## config.mk

```make
export PLATFORM = sky130hd
export DESIGN_NAME = sha1_message_digest_flat
export DESIGN_NICKNAME = d
export VERILOG_FILES = /design/src/design/sha1_pkg.sv /design/src/design/sha1_in_if.sv /design/src/design/sha1_out_if.sv /design/src/design/sha1_front.sv /design/src/design/sha1_core.sv /design/src/design/sha1_message_digest.sv /design/src/flat_wrapper.sv
export SDC_FILE = /design/constraint.sdc
export NUM_CORES = 2
export LEC_CHECK = 0
export ABC_CLOCK_PERIOD_IN_PS = 17500
export BUFFER_PORTS_ARGS = -buffer_cell sky130_fd_sc_hd__buf_2
export CAP_MARGIN = 20
export CORE_MARGIN = 2
export CORE_UTILIZATION = 53
export DETAILED_ROUTE_END_ITERATION = 16
export MAX_ROUTING_LAYER = met4
export PLACE_DENSITY = 0.71
export SLEW_MARGIN = 20
export SYNTH_ARGS = -nofsm -noshare
export SYNTH_HDL_FRONTEND = slang
export SYNTH_SLANG_ARGS = --single-unit
```

## constraint.sdc

```tcl
create_clock -name clk -period 17.5 [get_ports clk]
set_input_delay 0.875 -clock clk [delete_from_list [all_inputs] [get_ports clk]]
set_output_delay 0.875 -clock clk [all_outputs]
set_load 0.01 [all_outputs]
```

## src/design/sha1_pkg.sv

```systemverilog
// SHA-1 digest package: shared types and constants.
// Used by the interfaces and every module of the digest block.
package sha1_pkg;

    localparam logic [31:0] K0 = 32'h5a827999;
    localparam logic [31:0] K1 = 32'h6ed9eba1;
    localparam logic [31:0] K2 = 32'h8f1bbcdc;
    localparam logic [31:0] K3 = 32'hca62c1d6;
    localparam logic [31:0] H_INIT0 = 32'h67452301;
    localparam logic [31:0] H_INIT1 = 32'hefcdab89;
    localparam logic [31:0] H_INIT2 = 32'h98badcfe;
    localparam logic [31:0] H_INIT3 = 32'h10325476;
    localparam logic [31:0] H_INIT4 = 32'hc3d2e1f0;
    localparam logic [7:0]  PAD_BYTE = 8'h80;

    typedef struct packed {
        logic [7:0] data_byte;
        logic       byte_present;
        logic       end_of_message;
    } in_word_t;

    typedef struct packed {
        logic [31:0] digest_word;
        logic [2:0]  word_number;
        logic        last_word;
    } out_word_t;

    typedef enum logic [2:0] {
        ST_IDLE, ST_ROUND, ST_ADD, ST_PAD, ST_EMIT
    } core_state_t;

endpackage

```

## src/design/sha1_in_if.sv

```systemverilog
// Input channel interface: valid/ready plus one input word.
// Depends on sha1_pkg.
interface sha1_in_if;
    import sha1_pkg::*;
    logic     valid;
    logic     ready;
    in_word_t data;
    modport source (output valid, output data, input ready);
    modport sink   (input valid, input data, output ready);
endinterface

```

## src/design/sha1_out_if.sv

```systemverilog
// Output channel interface: valid/ready plus one digest word.
// Depends on sha1_pkg.
interface sha1_out_if;
    import sha1_pkg::*;
    logic      valid;
    logic      ready;
    out_word_t data;
    modport source (output valid, output data, input ready);
    modport sink   (input valid, input data, output ready);
endinterface

```

## src/design/sha1_front.sv

```systemverilog
// Front part: two-entry queue of input words between the port and the core.
// Drops words that carry neither a byte nor an end mark. Depends on sha1_pkg.
module sha1_front (
    input  logic                clk,
    input  logic                rst_n,
    sha1_in_if.sink             in_ch,
    output sha1_pkg::in_word_t  q_data,
    output logic                q_valid,
    input  logic                q_pop
);
    import sha1_pkg::*;

    in_word_t  buf_reg [2];
    logic      wr_ptr_reg, rd_ptr_reg;
    logic [1:0] cnt_reg;
    logic      push;

    assign in_ch.ready = (cnt_reg != 2'd2);
    assign push = in_ch.valid && in_ch.ready &&
                  (in_ch.data.byte_present || in_ch.data.end_of_message);
    assign q_valid = (cnt_reg != 2'd0);
    assign q_data  = buf_reg[rd_ptr_reg];

    // queue storage
    always_ff @(posedge clk)
    begin
        if (push)
        begin
            buf_reg[wr_ptr_reg] <= in_ch.data;
        end
    end

    // queue pointers and fill count
    always_ff @(posedge clk or negedge rst_n)
    begin
        if (!rst_n)
        begin
            wr_ptr_reg <= 1'b0;
            rd_ptr_reg <= 1'b0;
            cnt_reg    <= 2'd0;
        end
        else
        begin
            if (push)
            begin
                wr_ptr_reg <= ~wr_ptr_reg;
            end
            if (q_pop)
            begin
                rd_ptr_reg <= ~rd_ptr_reg;
            end
            cnt_reg <= cnt_reg + {1'b0, push} - {1'b0, q_pop};
        end
    end
endmodule

```

## src/design/sha1_core.sv

```systemverilog
// Back part: block buffer, padding sequencer, one SHA-1 round per cycle,
// digest output register. Depends on sha1_pkg and sha1_out_if.
module sha1_core (
    input  logic                clk,
    input  logic                rst_n,
    input  sha1_pkg::in_word_t  q_data,
    input  logic                q_valid,
    output logic                q_pop,
    sha1_out_if.source          out_ch
);
    import sha1_pkg::*;

    core_state_t state_reg, state_next;
    logic [31:0] h_reg [5];
    logic [31:0] a_reg, b_reg, c_reg, d_reg, e_reg;
    logic [31:0] w_reg [16];
    logic [31:0] blk_reg [16];  // block buffer, big-endian 32-bit words
    logic [60:0] total_reg;
    logic [6:0]  rnd_reg;
    logic [5:0]  pad_idx_reg;
    logic        final_reg;   // compression belongs to the final padding
    logic        second_reg;  // full block with end mark, or length-only block
    logic [2:0]  emit_reg;
    logic        ov_reg;
    out_word_t   od_reg;

    logic [31:0] f, k, t, nw, wcur;
    logic [5:0]  idx;
    logic        load_round;
    logic        blk_we;
    logic [5:0]  blk_widx;
    logic [7:0]  blk_wdata;

    assign idx = total_reg[5:0];

    // round function and message schedule
    always_comb
    begin
        nw = w_reg[13] ^ w_reg[8] ^ w_reg[2] ^ w_reg[0];
        wcur = (rnd_reg < 7'd16) ? w_reg[0] : {nw[30:0], nw[31]};
        if (rnd_reg < 7'd20)
        begin
            f = (b_reg & c_reg) | (~b_reg & d_reg);
            k = K0;
        end
        else if (rnd_reg < 7'd40)
        begin
            f = b_reg ^ c_reg ^ d_reg;
            k = K1;
        end
        else if (rnd_reg < 7'd60)
        begin
            f = (b_reg & c_reg) | (b_reg & d_reg) | (c_reg & d_reg);
            k = K2;
        end
        else
        begin
            f = b_reg ^ c_reg ^ d_reg;
            k = K3;
        end
        t = {a_reg[26:0], a_reg[31:27]} + f + e_reg + k + wcur;
    end

    assign out_ch.valid = ov_reg;
    assign out_ch.data  = od_reg;

    // next state
    always_comb
    begin
        state_next = state_reg;
        q_pop = 1'b0;
        load_round = 1'b0;
        unique case (state_reg)
            ST_IDLE:
            begin
                if (q_valid)
                begin
                    q_pop = 1'b1;
                    if (q_data.byte_present && idx == 6'd63)
                    begin
                        load_round = 1'b1;
                        state_next = ST_ROUND;
                    end
                    else if (q_data.end_of_message)
                    begin
                        state_next = ST_PAD;
                    end
                end
            end
            ST_ROUND:
            begin
                if (rnd_reg == 7'd79)
                begin
                    state_next = ST_ADD;
                end
            end
            ST_ADD:
            begin
                if (second_reg)
                begin
                    // length-only block done, or padding still to follow
                    state_next = (idx > 6'd55) ? ST_EMIT : ST_PAD;
                end
                else if (final_reg)
                begin
                    // no room for the length: one more block
                    state_next = (idx > 6'd55) ? ST_PAD : ST_EMIT;
                end
                else
                begin
                    state_next = ST_IDLE;
                end
            end
            ST_PAD:
            begin
                if (pad_idx_reg == 6'd63)
                begin
                    load_round = 1'b1;
                    state_next = ST_ROUND;
                end
            end
            ST_EMIT:
            begin
                if (!ov_reg || out_ch.ready)
                begin
                    if (emit_reg == 3'd5)
                    begin
                        state_next = ST_IDLE;
                    end
                end
            end
            default:
            begin
                state_next = ST_IDLE;
            end
        endcase
    end

    // block buffer write port: a message byte or the pad sweep
    always_comb
    begin
        blk_we    = 1'b0;
        blk_widx  = idx;
        blk_wdata = q_data.data_byte;
        if (state_reg == ST_IDLE && q_valid && q_data.byte_present)
        begin
            blk_we = 1'b1;
        end
        else if (state_reg == ST_PAD)
        begin
            blk_widx = pad_idx_reg;
            if (pad_idx_reg == idx && !second_reg)
            begin
                blk_we    = 1'b1;
                blk_wdata = PAD_BYTE;
            end
            else if (pad_idx_reg < idx && !second_reg)
            begin
                // message bytes stay in place
                blk_we = 1'b0;
            end
            else if (pad_idx_reg >= 6'd56 && (second_reg || idx < 6'd56))
            begin
                blk_we    = 1'b1;
                blk_wdata = 8'(({total_reg, 3'b000})
                    >> (6'd56 - {pad_idx_reg[2:0], 3'b000}));
            end
            else
            begin
                blk_we    = 1'b1;
                blk_wdata = 8'h00;
            end
        end
    end

    // block buffer: one byte lane written a cycle
    always_ff @(posedge clk)
    begin
        if (blk_we)
        begin
            blk_reg[blk_widx[5:2]][{~blk_widx[1:0], 3'b000} +: 8] <= blk_wdata;
        end
    end

    // working registers and schedule
    always_ff @(posedge clk)
    begin
        if (load_round)
        begin
            a_reg <= h_reg[0];
            b_reg <= h_reg[1];
            c_reg <= h_reg[2];
            d_reg <= h_reg[3];
            e_reg <= h_reg[4];
            for (int i = 0; i < 15; i++)
            begin
                w_reg[i] <= blk_reg[i];
            end
            // byte 63 is written on this same edge
            w_reg[15] <= {blk_reg[15][31:8], blk_wdata};
        end
        else if (state_reg == ST_ROUND)
        begin
            e_reg <= d_reg;
            d_reg <= c_reg;
            c_reg <= {b_reg[1:0], b_reg[31:2]};
            b_reg <= a_reg;
            a_reg <= t;
            for (int i = 0; i < 15; i++)
            begin
                w_reg[i] <= w_reg[i+1];
            end
            w_reg[15] <= wcur;
        end
    end

    // control, hash words, count and output register
    always_ff @(posedge clk or negedge rst_n)
    begin
        if (!rst_n)
        begin
            state_reg   <= ST_IDLE;
            h_reg[0]    <= H_INIT0;
            h_reg[1]    <= H_INIT1;
            h_reg[2]    <= H_INIT2;
            h_reg[3]    <= H_INIT3;
            h_reg[4]    <= H_INIT4;
            total_reg   <= '0;
            rnd_reg     <= '0;
            pad_idx_reg <= '0;
            final_reg   <= 1'b0;
            second_reg  <= 1'b0;
            emit_reg    <= '0;
            ov_reg      <= 1'b0;
            od_reg      <= '0;
        end
        else
        begin
            state_reg <= state_next;
            if (out_ch.ready)
            begin
                ov_reg <= 1'b0;
            end
            unique case (state_reg)
                ST_IDLE:
                begin
                    rnd_reg <= '0;
                    pad_idx_reg <= '0;
                    emit_reg <= '0;
                    if (q_valid)
                    begin
                        if (q_data.byte_present)
                        begin
                            total_reg <= total_reg + 61'd1;
                        end
                        // a full buffer still needs padding after its compression
                        final_reg  <= q_data.end_of_message &&
                                      !(q_data.byte_present && idx == 6'd63);
                        second_reg <= q_data.end_of_message &&
                                      q_data.byte_present && idx == 6'd63;
                        if (q_data.end_of_message && !(q_data.byte_present &&
                            idx == 6'd63))
                        begin
                            second_reg <= 1'b0;
                        end
                    end
                end
                ST_ROUND:
                begin
                    rnd_reg <= rnd_reg + 7'd1;
                end
                ST_ADD:
                begin
                    h_reg[0] <= h_reg[0] + a_reg;
                    h_reg[1] <= h_reg[1] + b_reg;
                    h_reg[2] <= h_reg[2] + c_reg;
                    h_reg[3] <= h_reg[3] + d_reg;
                    h_reg[4] <= h_reg[4] + e_reg;
                    rnd_reg <= '0;
                    pad_idx_reg <= '0;
                    if (second_reg)
                    begin
                        if (idx <= 6'd55)
                        begin
                            // full block done, now the padding block
                            second_reg <= 1'b0;
                            final_reg  <= 1'b1;
                        end
                    end
                    else if (final_reg && idx > 6'd55)
                    begin
                        // length goes in an extra block
                        second_reg <= 1'b1;
                        final_reg  <= 1'b0;
                    end
                end
                ST_PAD:
                begin
                    pad_idx_reg <= pad_idx_reg + 6'd1;
                end
                ST_EMIT:
                begin
                    if (!ov_reg || out_ch.ready)
                    begin
                        if (emit_reg == 3'd5)
                        begin
                            h_reg[0]   <= H_INIT0;
                            h_reg[1]   <= H_INIT1;
                            h_reg[2]   <= H_INIT2;
                            h_reg[3]   <= H_INIT3;
                            h_reg[4]   <= H_INIT4;
                            total_reg  <= '0;
                            final_reg  <= 1'b0;
                            second_reg <= 1'b0;
                        end
                        else
                        begin
                            ov_reg <= 1'b1;
                            od_reg.digest_word <= h_reg[emit_reg];
                            od_reg.word_number <= emit_reg;
                            od_reg.last_word   <= (emit_reg == 3'd4);
                            emit_reg <= emit_reg + 3'd1;
                        end
                    end
                end
                default:
                begin
                    rnd_reg <= '0;
                end
            endcase
        end
    end
endmodule

```

## src/design/sha1_message_digest.sv

```systemverilog
// SHA-1 digest over a byte stream, one round per cycle.
// Each message byte is stored in the block buffer; each full 64-byte block then
// runs 80 rounds and a hash add before further bytes are taken.
// End of message: each final block gets a pad sweep, then its rounds and add;
// then five digest words, one per cycle while the output is ready.
// Reset (async, active low) empties the queue and loads the initial hash values.
module sha1_message_digest (
    input  logic  clk,
    input  logic  rst_n,
    sha1_in_if.sink    in_ch,
    sha1_out_if.source out_ch
);
    import sha1_pkg::*;

    in_word_t q_data;
    logic     q_valid;
    logic     q_pop;

    sha1_front u_front (
        .clk    (clk),
        .rst_n  (rst_n),
        .in_ch  (in_ch),
        .q_data (q_data),
        .q_valid(q_valid),
        .q_pop  (q_pop)
    );

    sha1_core u_core (
        .clk    (clk),
        .rst_n  (rst_n),
        .q_data (q_data),
        .q_valid(q_valid),
        .q_pop  (q_pop),
        .out_ch (out_ch)
    );
endmodule
```

## src/flat_wrapper.sv

```systemverilog
// flat-port wrapper written by rule: the top's interface ports become plain ports
module sha1_message_digest_flat import sha1_pkg::*;
  (clk, rst_n, in_ch_valid, in_ch_data, in_ch_ready, out_ch_valid, out_ch_data, out_ch_ready);
  sha1_in_if in_ch_i ();
  sha1_out_if out_ch_i ();
  input  logic clk;
  input  logic rst_n;
  input wire logic [$bits(in_ch_i.valid)-1:0] in_ch_valid;
  input wire logic [$bits(in_ch_i.data)-1:0] in_ch_data;
  output wire logic [$bits(in_ch_i.ready)-1:0] in_ch_ready;
  output wire logic [$bits(out_ch_i.valid)-1:0] out_ch_valid;
  output wire logic [$bits(out_ch_i.data)-1:0] out_ch_data;
  input wire logic [$bits(out_ch_i.ready)-1:0] out_ch_ready;
  assign in_ch_i.valid = in_ch_valid;
  assign in_ch_i.data = in_ch_data;
  assign in_ch_ready = in_ch_i.ready;
  assign out_ch_valid = out_ch_i.valid;
  assign out_ch_data = out_ch_i.data;
  assign out_ch_i.ready = out_ch_ready;
  sha1_message_digest u_core (.clk(clk), .rst_n(rst_n), .in_ch(in_ch_i), .out_ch(out_ch_i));
endmodule
```

# Word-level counts from Yosys, hierarchy flattened

Memories as Yosys holds them, arrays and structs flattened.
Cells that the tools add are included.

Output and inout bits: 38
Bits in writable memories: 1044
Memories: 3
Input bits: 14
Word-level logic and storage cells: 250
Register bits after elaboration: 443

Memory list:

| name                   | words | width | rd ports | clocked after memory_dff | wr ports | RTL line         | source |
|---|---|---|---|---|---|---|---|
| u_core.u_core.blk_reg  | 16    | 32    | 16       | 0                        | 1        | sha1_core.sv:17  | `logic [31:0] blk_reg [16];` |
| u_core.u_core.w_reg    | 16    | 32    | 16       | 0                        | 16       | sha1_core.sv:16  | `logic [31:0] w_reg [16];` |
| u_core.u_front.buf_reg | 2     | 10    | 1        | 0                        | 1        | sha1_front.sv:13 | `in_word_t buf_reg [2];` |

Bitwise logic cells: 34
Shift-type cells: 3
Magnitude comparators: 10
Eq/ne operators: 21
Multiplexer cells: 104
$add $sub $neg: 17
Reduce and logical (&&, ||, !) cells: 34

Operator list:

| kind                     | count |
|---|---|
| $mux W32                 | 35 |
| $mux W160                | 2 |
| $pmux W160 S2            | 1 |
| $add A32 B32 Y32         | 9 |
| $mux W61                 | 4 |
| $xor A32 B32 Y32         | 5 |
| $and A32 B32 Y32         | 4 |
| $pmux W61 S2             | 1 |
| $bmux W32 S3             | 1 |
| $or A32 B32 Y32          | 3 |
| $shr A64 B6 Y8           | 1 |
| $add A61 B1 Y61 const B  | 1 |
| $mux W8                  | 5 |
| $mux W3                  | 13 |
| $mux W1                  | 32 |
| $not A32 Y32             | 1 |
| $shift A8 B7 Y32 const A | 1 |
| $shiftx A8 B7 Y32        | 1 |
| $mux W31                 | 1 |
| $ne A2 B2 Y1 const B     | 8 |
| $or A1 B1 Y1             | 16 |
| $pmux W3 S5              | 1 |
| $lt A7 B5 Y1 const B     | 2 |
| $lt A7 B6 Y1 const B     | 2 |
| other kinds (41)         | 73 |

# Depth between registers and ports, before layout

Depth after elaboration: 12
Gate-level depth with buffers: 24
Depth with buffers taken out: 23

# Cells and area by module

From an unflattened synthesis, not the netlist that was laid out.

Cell total of the unflattened synthesis: 6463
Area total of the unflattened synthesis: 71574.9 µm²

By module, submodules not included:

| module     | instances | seq. area each (µm²) | area an instance (µm²) | cells an instance |
|---|---|---|---|---|
| sha1_core  | 1         | 42395.7              | 70639.0                | 6414 |
| sha1_front | 1         | 700.7                | 935.9                  | 49 |

# Worst setup path before layout

No wires, ideal clock.

Path type: register to register
Start point: reg u_core.u_core.pad_idx_reg[1]
End point: reg u_core.u_core.a_reg[0], enable pin
Library setup time: 4.684 ns
Setup slack: 0.042 ns
Clock period less this slack: 17.458 ns
Path buffers: 3
Stages on the path, launching flop included: 10
Arrival: 12.774 ns
Cell sequence: dfrtp_1 -> ha_1 -> and3_1 -> and3_1 -> nand2_1 -> and2_1 -> clkbuf_1 -> clkbuf_1 -> clkbuf_1 -> nand2_1

Cells in the longest elaborated chain, start to end: 4

RTL lines:

| what                                | RTL line         | source |
|---|---|---|
| start, declared                     | sha1_core.sv:20  | `logic [5:0] pad_idx_reg;` |
| start signal, assigned              | sha1_core.sv:299 | `pad_idx_reg <= pad_idx_reg + 6'd1;` |
| $eq A6 B6 Y1                        | sha1_core.sv:116 | `if (pad_idx_reg == 6'd63)` |
| $mux W1                             | sha1_core.sv:116 |  |
| $pmux W1 S2                         | sha1_core.sv:73  | `unique case (state_reg)` |
| $reduce_bool A2 Y1 (no source line) | n/a              |  |
| end signal, assigned                | sha1_core.sv:190 | `a_reg <= h_reg[0];` |
| end signal, assigned                | sha1_core.sv:208 | `a_reg <= t;` |
| end, declared                       | sha1_core.sv:15  | `logic [31:0] a_reg, b_reg, c_reg, d_reg, e_reg;` |

Every way passes these cells.
A chain may end at the register's enable or synchronous reset.

# Final worst setup path

Start point: reg u_core.u_core.rnd_reg[4]
End point: reg u_core.u_core.a_reg[30] (data pin)

Cells in the longest elaborated chain, start to end: 10

RTL lines:

| what                          | RTL line         | source |
|---|---|---|
| start, declared               | sha1_core.sv:19  | `logic [6:0] rnd_reg;` |
| start signal, assigned        | sha1_core.sv:270 | `rnd_reg <= rnd_reg + 7'd1;` |
| $lt A7 B6 Y1                  | sha1_core.sv:51  | `else if (rnd_reg < 7'd60)` |
| $mux W32                      | sha1_core.sv:51  |  |
| $mux W32                      | sha1_core.sv:46  | `else if (rnd_reg < 7'd40)` |
| $mux W32                      | sha1_core.sv:41  | `if (rnd_reg < 7'd20)` |
| $add A32 B32 Y32 (3 in a row) | sha1_core.sv:61  | `t = {a_reg[26:0], a_reg[31:27]} + f + e_reg + k + wcur;` |
| $add A32 B32 Y32 *            | sha1_core.sv:61  |  |
| $mux W32 *                    | sha1_core.sv:202 | `else if (state_reg == ST_ROUND)` |
| $mux W32 *                    | sha1_core.sv:188 | `if (load_round)` |

Every way passes the cells marked *; elsewhere a longest branch is shown, timed or not. The select of a mux whose other input is x is not followed.

==> metrics.csv <==
metric;value;unit
GRT Overall Usage;28.22;%
status;completed;
CP Buf/Inv Count;2;
Hold Buf Count CTS;0;
Seq/Total Area, Yosys;60.19;%
drt pass-1 iters;5;
worst setup margin;9.918;ns
FF+latch count, synth;1479;
crit end category;register;
CP peak stage delay;0.75;ns
Post-Layout Cell Count;8354;
Mapped Cells;6437;
DR DRC count;0;
share of synthesized registers carrying an async set or reset;19.13;%
Avg Vias per Cell;5.808;
post-placement cell area;73720;sq um
top_reg_cell synth;edfxtp_1;
chip width;371.6;microns
most frequent cells in the layout;nand2_1, edfxtp_1, nor2_1;
die span in y;371.6;microns
min-delay worst type;in2async;
max reg flops;512;
FMAX;131.9;MHz
Design Area, Final;79080;sq um
Final setup violation count;0;
clk_skew;0.04901;ns
Die Area;138100;sq um
most common cell after layout, fill and taps aside;nand2_1;
wire per inst;22.58;microns
number of synthesized flops with an enable pin;1196;
setup bufs post-CTS;0;
grt total ovfl;0;
Setup CP Type;reg2reg;
crit path time final;7.582;ns
CTS tree;done;
Critical Path AT;8.10;ns
Critical Path Start Type;register;
Clock transition at path regs;0.06;ns
initial core utilization;53.52;%
period utilization;43.32;%
Syn Area/Cell;11.12;sq um
Final Hold Vio Count;0;
count of pins over their slew limit;0;
gpl congestion;0.9871;
Worst path most repeated cell;fa_1;
share of cells above drive strength 1;8.476;%
post-CTS sizing;0;
half-perimeter wire length after placement;127400;microns
max cap viols;0;
Num CTS Buffers;157;
CP Max Fanout;18;
Synth cell types;103;
H-tree depth;4;
cell area after synthesis;71600;sq um
Syn. warnings;0;
initial DRC count;4997;
syn nets;6788;
setup tns final;0;ns
clk sinks;1479;
cell family with most CP delay;compound AO/OA/AOI/OAI gates;
row count;134;
Core ar.;133800;sq um
clk_lat worst skew;0.81;ns
final antenna-violating net count;0;
initial antenna violation count;3;
Crit path required time;18.02;ns
first-pass GRT wire length;286000;microns
routed wire length;188600;microns
worst path cell trace;a41oi_1 > nand2_1 > nand2_1 > clkinv_1 > a221oi_1 > fa_1 > inv_1 > fa_1 > fa_1 > ha_1 > a21o_1 > a21oi_1 > o21ai_0 > nor4bb_1 > nor2_1 > o21ai_1 > a31oi_1 > o21ai_1 > xnor2_1 > o21ai_0;
final layout net count;6805;
unrepaired setup endpoints after global routing;no;
vias in the first global route;47000;
vias;48520;
dpl cells;8061;
largest net degree at the start of global routing;197;
DP Worst Slack;9.989;ns
P&R area growth vs syn;10.44;%
Slew @ Worst Pin;1.142;ns
Filler Cell Count;10770;
I/O Pins;52;
clock root buffer;clkbuf_16;
Worst slew margin;23.10;%
Port Buffers;51;
critical path's slowest cell;nor4bb_1;
CTS Buffer Depth;3;
==> cell families after synthesis <==
family                   Yosys count  synth area share [%]
buffers and inverters            462                 2.452
flip-flops                      1479                 60.19
AO/OA/AOI/OAI                    947                 8.433
AND/OR/NAND/NOR                 2802                 15.73
multiplexers                     106                 2.282
adder cells (fa/ha/maj)          337                 7.200
XOR/XNOR                         304                 3.719
==> area by class of cell <==
class / count / area, sq um / area share (%)
flip-flops and latches: 1479 / 43100 / 54.50
clock inverters: 91 / 1116 / 1.411
inverters: 197 / 739.5 / 0.9351
diodes: 3 / 7.507 / 0.009494
repair buffers: 123 / 887.1 / 1.122
well taps: 1768 / 2212 / 2.797
clock buffers: 197 / 4161 / 5.263
multi-input cells: 4496 / 26850 / 33.96
==> routing by layer <==
layer / global-route usage [%] / vias to the layer above / part of all wire (%)
met1: 38.66 / 23870 / 42
met5: - / - / 0
met2: 42.74 / 1951 / 46
met3: 4.889 / 369 / 7.7
li1: - / 22330 / -
met4: 9.825 / 0 / 3.6
==> Yosys cell counts (all sizes together), types with 16 or more instances <==
cell / n / area, sq um
nand2: 2147 / 8066
edfxtp: 1196 / 35910
nor2: 358 / 1349
o21ai: 311 / 1560
clkbuf: 240 / 900.9
a21oi: 223 / 1124
ha: 212 / 2653
xnor2: 205 / 1795
dfrtp: 203 / 5080
inv: 194 / 728.2
fa: 125 / 2502
xor2: 99 / 867.1
a21o: 85 / 640.6
dfstp: 80 / 2102
nand3: 64 / 325.3
mux2i: 53 / 530.5
mux4: 45 / 1013
nor3: 41 / 216.5
a22oi: 37 / 277.8
nand2b: 37 / 231.5
nor2b: 29 / 181.4
o21a: 28 / 210.2
and3: 25 / 158.9
buf: 25 / 115.1
or3: 23 / 143.9
a221oi: 22 / 198.9
a31oi: 22 / 152.7
o211ai: 21 / 157.7
o21bai: 21 / 157.7
o31ai: 18 / 135.1
a211oi: 16 / 125.1
nand4: 16 / 106.4
o22a: 16 / 141.4
==> through the flow <==
stage	hold slack (ns)	utilization [%]
global placement	0.4560	55.09
global route	0.1016	59.10
finish	0.05677	59.10
CTS	0.08542	59.04
detailed placement	0.4654	55.10
floorplan	0.4681	-
==> final timing paths <==
| check | depth (start not counted) | slack [ns] | endpoint | startpoint |
|---|---|---|---|---|
| min in group clk | 1 | 0.26 | u_core.u_front.buf_reg[0][8] | in_ch_data[8] |
| hold reg to reg | 2 | 0.47 | u_core.u_core.out_ch.data[20] | u_core.u_core.out_ch.data[20] |
| max in group asynchronous | 2 | 16.02 | u_core.u_core.h_reg[151] | rst_n |
| setup / recovery | 20 | 9.92 | u_core.u_core.a_reg[30] | u_core.u_core.rnd_reg[4] |
| setup reg to reg | 20 | 9.92 | u_core.u_core.a_reg[30] | u_core.u_core.rnd_reg[4] |
| hold / removal | 1 | 0.06 | u_core.u_core.h_reg[1] | rst_n |
==> worst register-to-register path: stages (launching register included) <==
cell and delay (ns):
dfrtp_1 0.50, a41oi_1 0.62, nand2_1 0.63, nand2_1 0.27
clkinv_1 0.53, a221oi_1 0.50, fa_1 0.48, inv_1 0.09
fa_1 0.44, fa_1 0.48, ha_1 0.29, a21o_1 0.11
a21oi_1 0.10, o21ai_0 0.29, nor4bb_1 0.75, nor2_1 0.27
o21ai_1 0.30, a31oi_1 0.21, o21ai_1 0.23, xnor2_1 0.13
o21ai_0 0.09
Power is left out: the tool's default activity adds up to more than one toggle a clock period on the data nets, which glitch-free logic cannot reach.
